<file path="config.mk">
export PLATFORM = sky130hd
export DESIGN_NAME = annexb_nal_splitter_top
export DESIGN_NICKNAME = d
export VERILOG_FILES = /design/src/design/anbs_pkg.sv /design/src/design/annexb_nal_splitter_top.sv /design/src/design/anbs_cfg.sv /design/src/design/anbs_core.sv /design/src/design/anbs_obuf.sv
export SDC_FILE = /design/constraint.sdc
export NUM_CORES = 1
export LEC_CHECK = 0
export ABC_AREA = 1
export CORE_UTILIZATION = 35
export DETAILED_ROUTE_END_ITERATION = 6
export DONT_BUFFER_PORTS = 1
export MAX_ROUTING_LAYER = met4
export PLACE_DENSITY = 0.56
export SYNTH_ARGS = -nofsm -noshare
export SYNTH_HDL_FRONTEND = slang
export SYNTH_HIERARCHICAL = 1
export SYNTH_SLANG_ARGS = --single-unit
</file>
<file path="constraint.sdc">
create_clock -name aclk -period 3.2 [get_ports aclk]
set_clock_uncertainty 0.1 [all_clocks]
set_input_delay 0.16 -clock aclk [delete_from_list [all_inputs] [get_ports aclk]]
set_output_delay 0.16 -clock aclk [all_outputs]
set_load 0.005 [all_outputs]
</file>
<file path="src/design/anbs_pkg.sv">
// ============================================================================
// anbs_pkg - shared types and constants for the Annex B NAL splitter
// Beat layouts, configuration register indexes and reset values.
// ============================================================================
`default_nettype none

package anbs_pkg;

    // stream geometry
    localparam int unsigned HELD_DEPTH  = 4;
    localparam int unsigned MAX_RESULTS = HELD_DEPTH + 1;
    localparam int unsigned COUNT_W     = $clog2(MAX_RESULTS + 1);
    localparam int unsigned HELD_CNT_W  = $clog2(HELD_DEPTH + 1);

    // configuration port
    localparam int unsigned CFG_INDEX_W = 8;
    localparam logic [CFG_INDEX_W-1:0] CFG_IDX_MERGE_FIRST  = CFG_INDEX_W'(0);
    localparam logic [CFG_INDEX_W-1:0] CFG_IDX_MERGE_SECOND = CFG_INDEX_W'(1);

    // default merge headers: SPS and PPS
    localparam logic [7:0] MERGE_FIRST_RST  = 8'h67;
    localparam logic [7:0] MERGE_SECOND_RST = 8'h68;

    // start code bytes
    localparam logic [7:0] ZERO_BYTE  = 8'h00;
    localparam logic [7:0] START_BYTE = 8'h01;

    // one held or emitted byte with its end-of-packet mark
    typedef struct packed {
        logic [7:0] data;
        logic       eop;
    } entry_t;

    // results produced by one input byte
    typedef struct packed {
        logic [COUNT_W-1:0]           count;
        entry_t [MAX_RESULTS-1:0]     entry;
    } group_t;

    // merge header registers
    typedef struct packed {
        logic [7:0] first;
        logic [7:0] second;
    } merge_cfg_t;

endpackage

`default_nettype wire

</file>
<file path="src/design/annexb_nal_splitter_top.sv">
// Released bytes pass through the result register. Throughput: one input byte per
// cycle unless the output stalls; the result register frees as its last byte leaves.
// An end-of-stream beat flushes up to five bytes, one per output beat, and the
// input waits until the last of them is taken (the flush serializer sets this).
// Reset (aresetn low, synchronous) empties the delay line and output register
// and restores the merge headers to 0x67 and 0x68.
// ============================================================================
// annexb_nal_splitter_top - Annex B start code NAL splitter
// Splits a byte stream into packets at start codes, keeping parameter sets
// with the following NAL unit.
// ============================================================================
`default_nettype none

module annexb_nal_splitter_top (
    input  wire logic                             aclk,
    input  wire logic                             aresetn,
    // input stream
    input  wire logic                             s_tvalid,
    output logic                                  s_tready,
    input  wire logic [7:0]                       s_tdata,   // [7:0] stream_byte
    input  wire logic                             s_tlast,   // end_of_stream
    // packet stream
    output logic                                  m_tvalid,
    input  wire logic                             m_tready,
    output logic [7:0]                            m_tdata,   // [7:0] packet_byte
    output logic                                  m_tlast,   // end_of_packet
    output logic                                  m_tuser,   // [0] run_last
    // configuration writes
    input  wire logic                             cfg_valid,
    output logic                                  cfg_ready,
    input  wire logic [anbs_pkg::CFG_INDEX_W-1:0] cfg_index,
    input  wire logic [7:0]                       cfg_data
);
    import anbs_pkg::*;

    merge_cfg_t merge_cfg;
    group_t     group;
    logic       in_accept;

    assign in_accept = s_tvalid && s_tready;

    anbs_cfg u_cfg (
        .aclk      (aclk),
        .aresetn   (aresetn),
        .cfg_valid (cfg_valid),
        .cfg_ready (cfg_ready),
        .cfg_index (cfg_index),
        .cfg_data  (cfg_data),
        .merge_cfg (merge_cfg)
    );

    anbs_core u_core (
        .aclk      (aclk),
        .aresetn   (aresetn),
        .in_accept (in_accept),
        .in_byte   (s_tdata),
        .in_eos    (s_tlast),
        .merge_cfg (merge_cfg),
        .group     (group)
    );

    anbs_obuf u_obuf (
        .aclk      (aclk),
        .aresetn   (aresetn),
        .group     (group),
        .in_valid  (s_tvalid),
        .in_ready  (s_tready),
        .m_tvalid  (m_tvalid),
        .m_tready  (m_tready),
        .m_tdata   (m_tdata),
        .m_tlast   (m_tlast),
        .m_tuser   (m_tuser)
    );

endmodule

`default_nettype wire

</file>
<file path="src/design/anbs_cfg.sv">
// ============================================================================
// anbs_cfg - configuration registers
// Holds the two merge header values, written through the cfg channel.
// ============================================================================
`default_nettype none

module anbs_cfg (
    input  wire logic                             aclk,
    input  wire logic                             aresetn,
    input  wire logic                             cfg_valid,
    output logic                                  cfg_ready,
    input  wire logic [anbs_pkg::CFG_INDEX_W-1:0] cfg_index,
    input  wire logic [7:0]                       cfg_data,
    output anbs_pkg::merge_cfg_t                  merge_cfg
);
    import anbs_pkg::*;

    merge_cfg_t cfg_reg;

    // always able to take a write
    assign cfg_ready = 1'b1;
    assign merge_cfg = cfg_reg;

    // register writes; unknown indexes are dropped
    always_ff @(posedge aclk) begin
        if (!aresetn) begin
            cfg_reg.first  <= MERGE_FIRST_RST;
            cfg_reg.second <= MERGE_SECOND_RST;
        end else if (cfg_valid) begin
            if (cfg_index == CFG_IDX_MERGE_FIRST) begin
                cfg_reg.first <= cfg_data;
            end
            if (cfg_index == CFG_IDX_MERGE_SECOND) begin
                cfg_reg.second <= cfg_data;
            end
        end
    end

endmodule

`default_nettype wire

</file>
<file path="src/design/anbs_core.sv">
// ============================================================================
// anbs_core - start code detection and delay line
// Keeps the four-byte delay line and stream flags, and works out for every
// input beat the group of bytes it releases.
// ============================================================================
`default_nettype none

module anbs_core (
    input  wire logic                 aclk,
    input  wire logic                 aresetn,
    input  wire logic                 in_accept,
    input  wire logic [7:0]           in_byte,
    input  wire logic                 in_eos,
    input  wire anbs_pkg::merge_cfg_t merge_cfg,
    output anbs_pkg::group_t          group
);
    import anbs_pkg::*;

    entry_t [HELD_DEPTH-1:0]  held_reg;
    entry_t [HELD_DEPTH-1:0]  held_next;
    logic [HELD_CNT_W-1:0]    held_count_reg;
    logic [HELD_CNT_W-1:0]    held_count_next;
    logic                     seen_reg, seen_next;
    logic                     expect_reg, expect_next;
    logic                     merge_reg, merge_next;

    logic                     zero3, zero2;
    logic                     code4, code3, hit;
    logic [HELD_CNT_W-1:0]    need;
    logic [HELD_CNT_W-1:0]    mark_idx;
    logic                     mark_en;
    logic                     pop;
    entry_t [HELD_DEPTH-1:0]  marked;
    entry_t [HELD_DEPTH-1:0]  shifted;
    logic [HELD_CNT_W-1:0]    n_after_pop;
    logic [HELD_CNT_W-1:0]    n_new;
    logic [COUNT_W-1:0]       grp_count;

    // zero runs just before this byte, at the tail of the delay line
    always_comb begin
        zero3 = 1'b0;
        zero2 = 1'b0;
        case (held_count_reg)
            HELD_CNT_W'(2): begin
                zero2 = (held_reg[0].data == ZERO_BYTE) && (held_reg[1].data == ZERO_BYTE);
            end
            HELD_CNT_W'(3): begin
                zero3 = (held_reg[0].data == ZERO_BYTE) && (held_reg[1].data == ZERO_BYTE)
                     && (held_reg[2].data == ZERO_BYTE);
                zero2 = (held_reg[1].data == ZERO_BYTE) && (held_reg[2].data == ZERO_BYTE);
            end
            HELD_CNT_W'(4): begin
                zero3 = (held_reg[1].data == ZERO_BYTE) && (held_reg[2].data == ZERO_BYTE)
                     && (held_reg[3].data == ZERO_BYTE);
                zero2 = (held_reg[2].data == ZERO_BYTE) && (held_reg[3].data == ZERO_BYTE);
            end
            default: begin
                zero3 = 1'b0;
                zero2 = 1'b0;
            end
        endcase
    end

    // four-byte form wins over three-byte form
    assign code4 = (in_byte == START_BYTE) && zero3;
    assign code3 = (in_byte == START_BYTE) && !zero3 && zero2;
    assign hit   = code4 || code3;
    assign need  = code4 ? HELD_CNT_W'(4) : HELD_CNT_W'(3);

    // cut: mark the byte before the start code, unless first code or merging
    assign mark_en  = hit && seen_reg && !merge_reg && (held_count_reg >= need);
    assign mark_idx = held_count_reg - need;

    always_comb begin
        for (int i = 0; i < HELD_DEPTH; i++) begin
            marked[i]     = held_reg[i];
            marked[i].eop = held_reg[i].eop || (mark_en && (mark_idx == HELD_CNT_W'(i)));
        end
    end

    // oldest byte leaves when the line is full; new byte goes in at the tail
    assign pop         = (held_count_reg == HELD_CNT_W'(HELD_DEPTH));
    assign n_after_pop = pop ? HELD_CNT_W'(HELD_DEPTH - 1) : held_count_reg;
    assign n_new       = n_after_pop + HELD_CNT_W'(1);

    always_comb begin
        for (int i = 0; i < HELD_DEPTH - 1; i++) begin
            if (pop) begin
                shifted[i] = marked[i + 1];
            end else begin
                shifted[i] = marked[i];
            end
        end
        shifted[HELD_DEPTH-1] = marked[HELD_DEPTH-1];
        for (int i = 0; i < HELD_DEPTH; i++) begin
            if (n_after_pop == HELD_CNT_W'(i)) begin
                shifted[i].data = in_byte;
                shifted[i].eop  = 1'b0;
            end
        end
    end

    // results: the popped byte, then the whole line on end of stream
    assign grp_count = COUNT_W'(pop) + (in_eos ? COUNT_W'(n_new) : COUNT_W'(0));

    always_comb begin
        if (pop) begin
            group.entry[0] = marked[0];
        end else begin
            group.entry[0] = shifted[0];
        end
        for (int k = 1; k < HELD_DEPTH; k++) begin
            if (pop) begin
                group.entry[k] = shifted[k - 1];
            end else begin
                group.entry[k] = shifted[k];
            end
        end
        if (pop) begin
            group.entry[HELD_DEPTH] = shifted[HELD_DEPTH-1];
        end else begin
            group.entry[HELD_DEPTH] = '0;
        end
        for (int k = 0; k < MAX_RESULTS; k++) begin
            if (in_eos && (grp_count == COUNT_W'(k + 1))) begin
                group.entry[k].eop = 1'b1;
            end
        end
        group.count = grp_count;
    end

    // stream flags
    always_comb begin
        seen_next       = seen_reg;
        expect_next     = expect_reg;
        merge_next      = merge_reg;
        held_next       = shifted;
        held_count_next = n_new;
        if (hit) begin
            seen_next   = 1'b1;
            merge_next  = 1'b0;
            expect_next = 1'b1;
        end else if (expect_reg) begin
            merge_next  = (in_byte == merge_cfg.first) || (in_byte == merge_cfg.second);
            expect_next = 1'b0;
        end
        if (in_eos) begin
            seen_next       = 1'b0;
            expect_next     = 1'b0;
            merge_next      = 1'b0;
            held_count_next = '0;
        end
    end

    // control state
    always_ff @(posedge aclk) begin
        if (!aresetn) begin
            held_count_reg <= '0;
            seen_reg       <= 1'b0;
            expect_reg     <= 1'b0;
            merge_reg      <= 1'b0;
        end else if (in_accept) begin
            held_count_reg <= held_count_next;
            seen_reg       <= seen_next;
            expect_reg     <= expect_next;
            merge_reg      <= merge_next;
        end
    end

    // delay line payload
    always_ff @(posedge aclk) begin
        if (in_accept) begin
            held_reg <= held_next;
        end
    end

    a_count_range: assert property (@(posedge aclk) disable iff (!aresetn)
        held_count_reg <= HELD_CNT_W'(HELD_DEPTH))
        else $error("delay line count out of range");

    a_eos_clears: assert property (@(posedge aclk) disable iff (!aresetn)
        (in_accept && in_eos) |=> (held_count_reg == '0) && !seen_reg && !merge_reg)
        else $error("end of stream did not clear stream state");

    a_flags_need_code: assert property (@(posedge aclk) disable iff (!aresetn)
        (merge_reg || expect_reg) |-> seen_reg)
        else $error("header flags set before any start code");

endmodule

`default_nettype wire

</file>
<file path="src/design/anbs_obuf.sv">
// ============================================================================
// anbs_obuf - result register and flush serializer
// Holds the group released by one input beat and hands it out one byte per
// output beat; takes the next input beat when empty or as its last byte leaves.
// ============================================================================
`default_nettype none

module anbs_obuf (
    input  wire logic                 aclk,
    input  wire logic                 aresetn,
    input  wire anbs_pkg::group_t     group,
    input  wire logic                 in_valid,
    output logic                      in_ready,
    output logic                      m_tvalid,
    input  wire logic                 m_tready,
    output logic [7:0]                m_tdata,
    output logic                      m_tlast,
    output logic                      m_tuser
);
    import anbs_pkg::*;

    entry_t [MAX_RESULTS-1:0] grp_reg;
    entry_t [MAX_RESULTS-1:0] grp_next;
    logic [COUNT_W-1:0]       rem_reg;
    logic [COUNT_W-1:0]       rem_next;
    logic                     out_beat;
    logic                     load;

    assign out_beat = m_tvalid && m_tready;
    // free when empty, or when the last byte goes out this cycle
    assign in_ready = (rem_reg == '0) || ((rem_reg == COUNT_W'(1)) && m_tready);
    assign load     = in_valid && in_ready;

    assign m_tvalid = (rem_reg != '0);
    assign m_tdata  = grp_reg[0].data;
    assign m_tlast  = grp_reg[0].eop;
    assign m_tuser  = (rem_reg == COUNT_W'(1));

    // load a new group or shift the current one down
    always_comb begin
        grp_next = grp_reg;
        rem_next = rem_reg;
        if (load) begin
            grp_next = group.entry;
            rem_next = group.count;
        end else if (out_beat) begin
            for (int k = 0; k < MAX_RESULTS - 1; k++) begin
                grp_next[k] = grp_reg[k + 1];
            end
            rem_next = rem_reg - COUNT_W'(1);
        end
    end

    always_ff @(posedge aclk) begin
        if (!aresetn) begin
            rem_reg <= '0;
        end else begin
            rem_reg <= rem_next;
        end
    end

    always_ff @(posedge aclk) begin
        grp_reg <= grp_next;
    end

    a_rem_range: assert property (@(posedge aclk) disable iff (!aresetn)
        rem_reg <= COUNT_W'(MAX_RESULTS))
        else $error("result count out of range");

    a_load_shows: assert property (@(posedge aclk) disable iff (!aresetn)
        (load && (group.count != '0)) |=> m_tvalid && (rem_reg == $past(group.count)))
        else $error("loaded group not presented");

    a_stall_holds: assert property (@(posedge aclk) disable iff (!aresetn)
        (m_tvalid && !m_tready) |=> m_tvalid && $stable(grp_reg[0]) && $stable(rem_reg))
        else $error("stalled result changed");

endmodule

`default_nettype wire
</file>
==> Word-level counts from Yosys, hierarchy flattened <==
Index checks and enable logic that the tools add are counted.
{ "word_totals": {"reg_bits": 106, "wordCells": 130} }
{ "classes": {"addsub": 4, "magnitude_cmp": 1, "n_eq_ne": 19, "n_mux": 33, "n_reduce_logical": 48} }
{ "op_table": {"columns": ["op", "count"], "rows": [
  ["9-bit two-way mux", 11],
  ["36-bit two-way mux", 2],
  ["8-bit zero test", 5],
  ["3-bit by 2-bit == test with 1-bit output (second input constant)", 8],
  ["1-bit logical AND", 23],
  ["3-bit two-way mux", 6],
  ["8-bit by 1-bit == test with 1-bit output (second input constant)", 2],
  ["8-bit == test", 2],
  ["3-bit by 1-bit == test with 1-bit output (second input constant)", 4],
  ["1-bit two-way mux", 12],
  ["3-bit == test (second input constant)", 3],
  ["3-bit zero test", 3],
  ["2-bit AND reduction", 4],
  ["1-bit logical OR", 7],
  ["3-bit nonzero test", 2],
  ["2-bit nonzero test", 2],
  ["1-bit by 3-bit adder with 3-bit output", 1],
  ["3-bit by 1-bit adder with 3-bit output (second input constant)", 1],
  ["3-bit greater-or-equal comparator", 1],
  ["1-bit one-hot mux with 3 select lines", 1],
  ["3-bit by 1-bit subtractor with 3-bit output (second input constant)", 1],
  ["3-bit subtractor", 1],
  ["1-bit zero test", 2],
  ["1-bit one-hot mux with 2 select lines", 1]
]} }

==> Longest topological paths before layout <==
Gate-level depths: netlist (run 1).
{ "logic_depth": {"ltp_word": 18, "ltp_mapped": 19} }

==> Modules after synthesis <==
The synthesis (run 1) kept the hierarchy.
{ "modules_own_cells": {"columns": ["module", "n_inst", "cells_each", "area_per_inst_um2"], "rows": [
  ["anbs_core", 1, 480, 3296.9],
  ["anbs_obuf", 1, 208, 2188.3],
  ["anbs_cfg", 1, 100, 730.7],
  ["annexb_nal_splitter_top", 1, 2, 7.5]
]} }

==> Least setup slack after synthesis (run 1) <==
No wires, ideal clock.
{ "synth_timing": {"kind": "register -> register", "startpoint": "reg u_core.held_count_reg[2]", "endpoint": "reg u_obuf/grp_reg[18] (netlist name), data pin", "setup_ns": 0.252, "arrival_ns": 2.478, "required_time_ns": 2.848, "slack_ns": 0.370, "path_stages_with_launch": 17, "n_path_buf": 1, "period_less_slack_ns": 2.830, "cell_sequence": "dfxtp_1 > inv_2 > nor3_4 > buf_4 > nand4_1 > nand2_1 > nand3_1 > ha_1 > fa_1 > xnor2_1 > nor3_1 > nand3_1 > nand2_1 > nand3_1 > nand3_1 > nand2_1 > nand2_1"} }
{ "synth_rtl": {"columns": ["element", "line", "source"], "rows": [
  ["start, declared", "anbs_core.sv:21", "logic [HELD_CNT_W-1:0] held_count_reg;"],
  ["start signal, assigned", "anbs_core.sv:163", "held_count_reg <= held_count_next;"],
  ["end signal, assigned", "anbs_obuf.sv:63", "grp_reg <= grp_next;"],
  ["end, declared", "anbs_obuf.sv:22", "entry_t [MAX_RESULTS-1:0] grp_reg;"]
]} }

==> results.tsv, run 1 <==
stage	metric	value	unit
clock_network	cts_sinks	106	
setup_path	r2r-end	u_obuf/rem_reg[2]	
floorplanning	start_util	35.9	%
setup_path	slowest_stage	dlygate4sd3_1	
clock_network	clk_path_buf_depth	2	
min_path	holdPathEnd	u_cfg/merge_cfg[5]	
grt	grt.total_usage	17.8	%
setup_path	cp-start-kind	flip-flop	
setup_path	rrSetupSlack	0.26	ns
setup_path	crit_path_max_incr_delay	0.55	ns
power	p_leak	0.00301	uW
detailed_routing	wirelength	14900	um
grt	overflow	0	
setup_path	worstPathArrival	3.15	ns
logic_synthesis	seq_area_frac_synth	47.1	%
setup_path	crit_buf_inv	6	
finish	mostFrequentLayoutCells	nand2_1 (264), edfxtp_1 (81), nand3_1 (71), inv_1 (69), nor2_1 (57)	
setup_path	criticalPathCategory	reg -> reg	
logic_synthesis	yosysWarnings	6	
detailed_routing	ant_nets	0	
floorplanning	rows	48	
setup_path	required	3.41	ns
clock_network	path_clk_slew	0.07	ns
finish	areaGrowthSynthToFinish	12.2	%
logic_synthesis	syn_nets	834	
finish	mostFrequentLayoutCell	nand2_1	
sta	slew-limit-headroom	35.1	%
floorplanning	core_region_area	0.0174	mm2
power	ir_drop	312	uV
grt	grt_pass1_wl	24400	um
outcome	status	completed	
power	finalPower	5410	uW
placement	port_buffers	0	
setup_path	reg2regPathDepth	16	
job	maxCapViolCount	0	
clock_network	cts_tree	done	
placement	placed_area	0.00639	mm2
clock_network	clk_latency	0.36	ns
detailed_routing	vias_per_cell	4.83	
finish	fillerInstances	1775	
setup_path	path_common_cell	inv_1	
min_path	min_from	cfg_index[1]	
floorplanning	io-pin-count	43	
sta	rsz0062_at_grt	false	
grt	antenna_found_initial	0	
finish	drive_gt1_share	10.9	%
clock_network	cts_buffers	9	
detailed_routing	vias	4986	
floorplanning	die_y	135	um
sta	finalCriticalPeriod	2.94	ns
min_path	hold_path_depth	4	
sta	finalHoldViolCount	0	
sta	setup_viol	0	
sta	setup-tns-final	0	ns
logic_synthesis	yosysUniqueCellTypes	40	
sta	final-max-slew-violation-count	0	
setup_path	crit_fanout	12	
sta	setup_ws	0.258	ns
grt	grt_max_degree	48	
logic_synthesis	syn_area_per_cell	7.88	um2
placement	dpl_worst_slack	0.174	ns
finish	fin_area	0.00699	mm2
grt	grt_pass1_vias	4592	
sta	worstMarginPinSlew	0.970	ns
clock_network	htreeDepth	3	
detailed_routing	drtPass1Iterations	5	
sta	timing.fmax	0.340	GHz
clock_network	cts-root-buf	clkbuf_16	
min_path	hp-class	in -> reg	
logic_synthesis	synth_cells	790	
setup_path	end_kind	flip-flop	
floorplanning	die_w	135	um
finish	layout.nets	847	
detailed_routing	drt_iter0_drc	402	
detailed_routing	routedWlPerCell	14.4	um
logic_synthesis	synth-seq-cells	106	
placement	gp_congestion	0.785	
sta	whs	0.0119	ns
setup_path	crit_family	buffers and inverters	
detailed_routing	drc	0	
finish	antennaDiodeCount	0	
logic_synthesis	syn_area	0.00622	mm2
power	p_per_area	774	mW/mm2
floorplanning	dieArea	0.0183	mm2
sta	fin_crit_sh	91.9	%
setup_path	path_cells	inv_2 > nor3_4 > buf_6 > nor2_1 > inv_1 > ha_1 > nor2_1 > ha_1 > o21bai_1 > nand2_1 > inv_1 > inv_1 > nand3_1 > nand3_1 > a21oi_1 > dlygate4sd3_1	
setup_path	r2r-start	u_core/held_count_reg[2]	
placement	hpwl	9960	um
## worst register-to-register path, cell delays in order (launching register included)
cell and delay (ns):
dfxtp_1 0.35, inv_2 0.07, nor3_4 0.21, buf_6 0.18, nor2_1 0.08, inv_1 0.09, ha_1 0.24, nor2_1 0.12
ha_1 0.18, o21bai_1 0.11, nand2_1 0.12, inv_1 0.12, inv_1 0.06, nand3_1 0.07, nand3_1 0.07, a21oi_1 0.17
dlygate4sd3_1 0.55
## kinds of logic after synthesis
group | synth area share, %
buf+inv | 8.87
compound gates | 7.32
simple gates | 31.7
other cells | 0.0603
fa+ha+maj | 2.94
flops | 47.1
xor+xnor | 1.97
## worst max-delay path by stage
stage | startpoint | to | slack [ns] | cells past startpoint
floorplan | u_core/held_count_reg[2] | u_obuf/grp_reg[18] | 0.37 | 16
global placement | u_core/held_reg[26] | u_obuf/grp_reg[18] | 0.25 | 16
detailed placement | u_core/held_count_reg[1] | u_obuf/grp_reg[18] | 0.17 | 15
CTS | u_core/held_count_reg[1] | u_obuf/rem_reg[2] | 0.07 | 14
global route | u_core/held_reg[26] | u_obuf/grp_reg[18] | 0.01 | 19
finish | u_core/held_count_reg[2] | u_obuf/rem_reg[2] | 0.26 | 16
## where the power goes
group / internal, uW / switching, uW
sequential: 2230 / 231
combinational: 552 / 1210
clock: 681 / 505
total: 3460 / 1950
## what timing repair did
item | 4_1_cts | 5_1_grt
hold buffers | 22 | 0
buffers inserted | 0 | 3
setup endpoints to repair | 0 | 5
resized for setup | 0 | 12
hold endpoints to repair | 48 | 0
## cells in the mapped netlist, drive strengths merged
library cell	count	area share (%)
nand2	274	17
inv	82	5.0
edfxtp	81	39
nand3	75	6.4
nor2	70	5.0
o21ai	69	5.6
buf	33	3.5
dfxtp	25	8.0
nor3	14	1.5
ha	13	2.6
a21oi	10	0.99
or2	10	1.0
xor2	8	1.1
clkbuf	6	0.38
nand4	6	0.60
xnor2	6	0.84
o211ai	5	0.60
conb	1	0.060
fa	1	0.32
o21bai	1	0.12
## metal layers
layer,up-vias,GRT usage (%),wire (um)
li1,2575,-,-
met1,2285,24.1,7500
met2,108,26.6,6480
met3,18,3.78,642
met4,0,5.43,231
met5,-,-,0
## stage by stage
| stage | utilization, % | cells |
|---|---|---|
| 2_1_floorplan | - | 790 |
| 3_3_place_gp | 36.8 | 992 |
| 3_5_place_dp | 36.8 | 992 |
| 4_1_cts | 39.9 | 1030 |
| 5_1_grt | 40.2 | 1033 |
| 6_report | 40.2 | 1033 |
## cell type report
cell class | count | area (um2) | area share, %
multi-input cells | 563 | 2780 | 39.8
repair buffers | 41 | 367 | 5.25
flip-flops and latches | 106 | 2940 | 42.0
clock buffers | 10 | 229 | 3.28
well taps | 225 | 282 | 4.03
inverters | 82 | 310 | 4.44
clock inverters | 6 | 81.3 | 1.16
No activity file was read; power rests on OpenSTA's default activity.
==> run 2: changes to the inputs <==
--- a/config.mk
+++ b/config.mk
@@ -5,13 +5,13 @@
 export SDC_FILE = /design/constraint.sdc
 export NUM_CORES = 1
 export LEC_CHECK = 0
-export ABC_AREA = 1
-export CORE_UTILIZATION = 35
+export CORE_UTILIZATION = 61
 export DETAILED_ROUTE_END_ITERATION = 6
 export DONT_BUFFER_PORTS = 1
 export MAX_ROUTING_LAYER = met4
-export PLACE_DENSITY = 0.56
+export PLACE_DENSITY = 0.84
 export SYNTH_ARGS = -nofsm -noshare
 export SYNTH_HDL_FRONTEND = slang
 export SYNTH_HIERARCHICAL = 1
 export SYNTH_SLANG_ARGS = --single-unit
+export TNS_END_PERCENT = 5
==> run 2 against run 1 <==
Net effect:
- the run now ends with setup timing left
- combinational power is 19% higher
- flip-flop and latch count stayed put
- cell area is 3.1% higher
- hold slack better by 0.014 ns
- sequential share of layout area is 1.2 points lower
- global-route usage is 13 points higher
- largest power group unchanged
- register-to-register slack worse by 0.59 ns
==> results.tsv, run 2 <==
stage	metric	value	unit	change
setup_path	crit_fanout	6		-6
min_path	hold_path_depth	4		unchanged
logic_synthesis	synth-edff-count	81		unchanged
setup_path	end_kind	flip-flop		
sta	worstMarginPinSlew	1.18	ns	+0.206 ns
power	p_per_area	763	mW/mm2	-1.5%
outcome	violations	setup timing		
detailed_routing	vias	4694		-5.9%
min_path	hp-class	in -> reg		
clock_network	clk_latency	0.39	ns	+0.03 ns
sta	finalCriticalPeriod	3.54	ns	+0.595 ns
placement	gp_congestion	0.893		+14%
detailed_routing	drc	0		unchanged
clock_network	cts_buffers	9		unchanged
finish	mostFrequentLayoutCell	nand2_1		
setup_path	reg2regPathDepth	12		-4
logic_synthesis	syn_nets	639		-23%
power	sequentialPowerShare	45.0	%	-0.5 points
clock_network	cts-root-buf	clkbuf_8		
sta	setup_viol	9		+9
setup_path	rrSetupSlack	-0.34	ns	-0.59 ns
setup_path	r2r-start	u_core/held_reg[8]		
logic_synthesis	seq_area_frac_synth	47.8	%	+0.70 points
clock_network	path_clk_slew	0.11	ns	+0.04 ns
floorplanning	die_y	102	um	-24%
floorplanning	core_region_area	0.00977	mm2	-44%
grt	grt_pass1_wl	23300	um	-4.2%
finish	areaGrowthSynthToFinish	17.5	%	
sta	timing.fmax	0.283	GHz	-17%
logic_synthesis	syn_area	0.00613	mm2	-1.5%
floorplanning	rows	36		-25%
job	maxCapViolCount	0		unchanged
logic_synthesis	yosysTopAreaCellShare	39.7	%	+0.58 points
logic_synthesis	synth-seq-cells	106		unchanged
logic_synthesis	async_reset_ff_share	0	%	unchanged
finish	mostFrequentLayoutCells	nand2_1 (107), edfxtp_1 (81), buf_4 (58), mux2_2 (44), a21oi_1 (43)		
floorplanning	dieArea	0.0105	mm2	-43%
power	p_int	3640	uW	+5.1%
power	p_leak	0.00274	uW	-8.9%
grt	grt.total_usage	30.9	%	+13 points
clock_network	cts_tree	done		
detailed_routing	vias_per_cell	5.97		+24%
floorplanning	die_w	102	um	-24%
sta	rsz0062_at_grt	true		
placement	dpl_worst_slack	-0.445	ns	-0.620 ns
logic_synthesis	synth_cells	595		-25%
finish	layout.nets	692		-18%
sta	finalHoldViolCount	0		unchanged
logic_synthesis	yosysTopAreaCell	edfxtp_1		
sta	final-max-slew-violation-count	0		unchanged
finish	post-route-util	73.7	%	+33 points
finish	drive_gt1_share	25.7	%	+15 points
power	switchingPower	1860	uW	-4.6%
grt	antenna_found_initial	0		unchanged
finish	antennaDiodeCount	0		unchanged
detailed_routing	wirelength	14800	um	-0.45%
grt	grt_max_degree	51		+6.3%
detailed_routing	drtPass1Iterations	5		unchanged
power	ir_drop	464	uV	+49%
logic_synthesis	yosysUniqueCellTypes	62		+55%
min_path	holdPathEnd	u_obuf/rem_reg[2]		
detailed_routing	routedWlPerCell	18.8	um	+31%
setup_path	worstSetupStartpoint	u_core/held_reg[8]		
sta	slew-limit-headroom	21.4	%	-14 points
power	finalPower	5500	uW	+1.6%
detailed_routing	drt_iter0_drc	351		-13%
setup_path	r2r-end	u_obuf/grp_reg[36]		
clock_network	clk_path_buf_depth	2		unchanged
detailed_routing	ant_nets	0		unchanged
setup_path	required	3.34	ns	-0.07 ns
sta	setup_ws	-0.337	ns	-0.595 ns
logic_synthesis	synthTopCellsByArea	edfxtp_1 (40%), mux2_2 (8.4%), dfxtp_1 (8.2%)		
power	pwr-share-clk	17.1	%	-4.8 points
logic_synthesis	ys.flop_type	edfxtp_1		
setup_path	cp-start-kind	flip-flop		
logic_synthesis	synth_common_cells	nand2_1 (107), edfxtp_1 (81), mux2_2 (46)		
grt	grt_pass1_vias	4603		+0.24%
floorplanning	start_util	62.7	%	+27 points
outcome	status	finished with violations		
logic_synthesis	synth_most_common_cell	nand2_1		
floorplanning	io-pin-count	43		unchanged
placement	port_buffers	0		unchanged
finish	fin_area	0.00720	mm2	+3.1%
setup_path	worstPathArrival	3.67	ns	+0.52 ns
clock_network	htreeDepth	3		unchanged
logic_synthesis	syn_area_per_cell	10.3	um2	+31%
sta	fin_crit_sh	111	%	+19 points
placement	hpwl	9510	um	-4.5%
setup_path	criticalPathCategory	reg -> reg		
grt	overflow	0		unchanged
power	p_comb_share	38.0	%	+5.4 points
min_path	min_from	s_tvalid		
placement	placed_area	0.00663	mm2	+3.7%
clock_network	cts_sinks	106		unchanged
power	swShare	33.8	%	-2.2 points
logic_synthesis	yosysWarnings	6		unchanged
[run 2: metal layers]
metal  up-vias  routed length [um]  track usage (%)
met5         -                   0                -
met4         0                 609             16.9
met3        54                 928             6.91
met2       194                7220             49.1
met1      2240                6030             36.3
li1       2206                   -                -
[run 2: how the worst max path moves through the flow]
stage	depth (start not counted)	end
6_report	12	u_obuf/grp_reg[36]
5_1_grt	13	u_obuf/grp_reg[18]
4_1_cts	11	u_obuf/grp_reg[18]
3_5_place_dp	12	u_obuf/grp_reg[18]
3_3_place_gp	13	u_obuf/grp_reg[27]
2_1_floorplan	16	u_obuf/grp_reg[27]
[run 2: critical path, cell delays in order, from the launching register on]
cell	delay, ns
edfxtp_1	0.45
nor4_4	0.33
nand4_1	0.18
a2111oi_4	0.47
inv_2	0.10
buf_4	0.16
fa_2	0.35
mux2_4	0.28
nor4_4	0.28
buf_4	0.22
a31oi_4	0.12
buf_4	0.20
o31ai_2	0.15
[run 2: per-stage QoR]
stage | hold slack (ns) | TNS, ns | std cells
2_1_floorplan | 0.176 | -1.73 | 595
3_3_place_gp | 0.156 | -1.77 | 740
3_5_place_dp | 0.166 | -3.31 | 740
4_1_cts | 0.00207 | -2.41 | 786
5_1_grt | 0.0442 | -3.43 | 786
6_report | 0.0263 | -2.49 | 786
[run 2: power groups by stage]
stage / clock network [uW] / registers [uW] / logic [uW]
CTS: 950 / 2460 / 2040
finish: 938 / 2470 / 2090
global placement: 0 / 2450 / 1880
global route: 1000 / 2520 / 2260
floorplan: 0 / 2420 / 1440
detailed placement: 0 / 2480 / 1960
[run 2: cell families (layout without fill, tap and decap cells)]
logic type	count (synthesis)	count (layout)	synth area share, %
and+or+nand+nor	201	201	16.9
adders and majority gates	14	14	2.98
muxes	74	74	13.0
xor gates and xnor gates	17	17	2.43
other	1	1	0.0612
AOI/OAI and AO/OA	104	104	10.8
buffers and inverters	78	136	6.04
DFF	106	106	47.8
[run 2: cell type report]
cell class                      instances  area [um2]
Multi-Input combinational cell        411        2990
Clock buffer                            9         124
Fill cell                             650        2570
Tap cell                              133         166
Clock inverter                          7        98.8
Timing Repair Buffer                   87         756
Inverter                               33         129
Sequential cell                       106        2940
[run 2: repair_timing]
item / CTS / global route
gates resized for setup: 3 / 8
endpoints found under the hold margin: 54 / 0
gates cloned: 0 / 0
endpoints found under the setup margin: 9 / 14
buffers inserted: 4 / 0
pin swaps: 5 / 2
hold buffers: 26 / 0
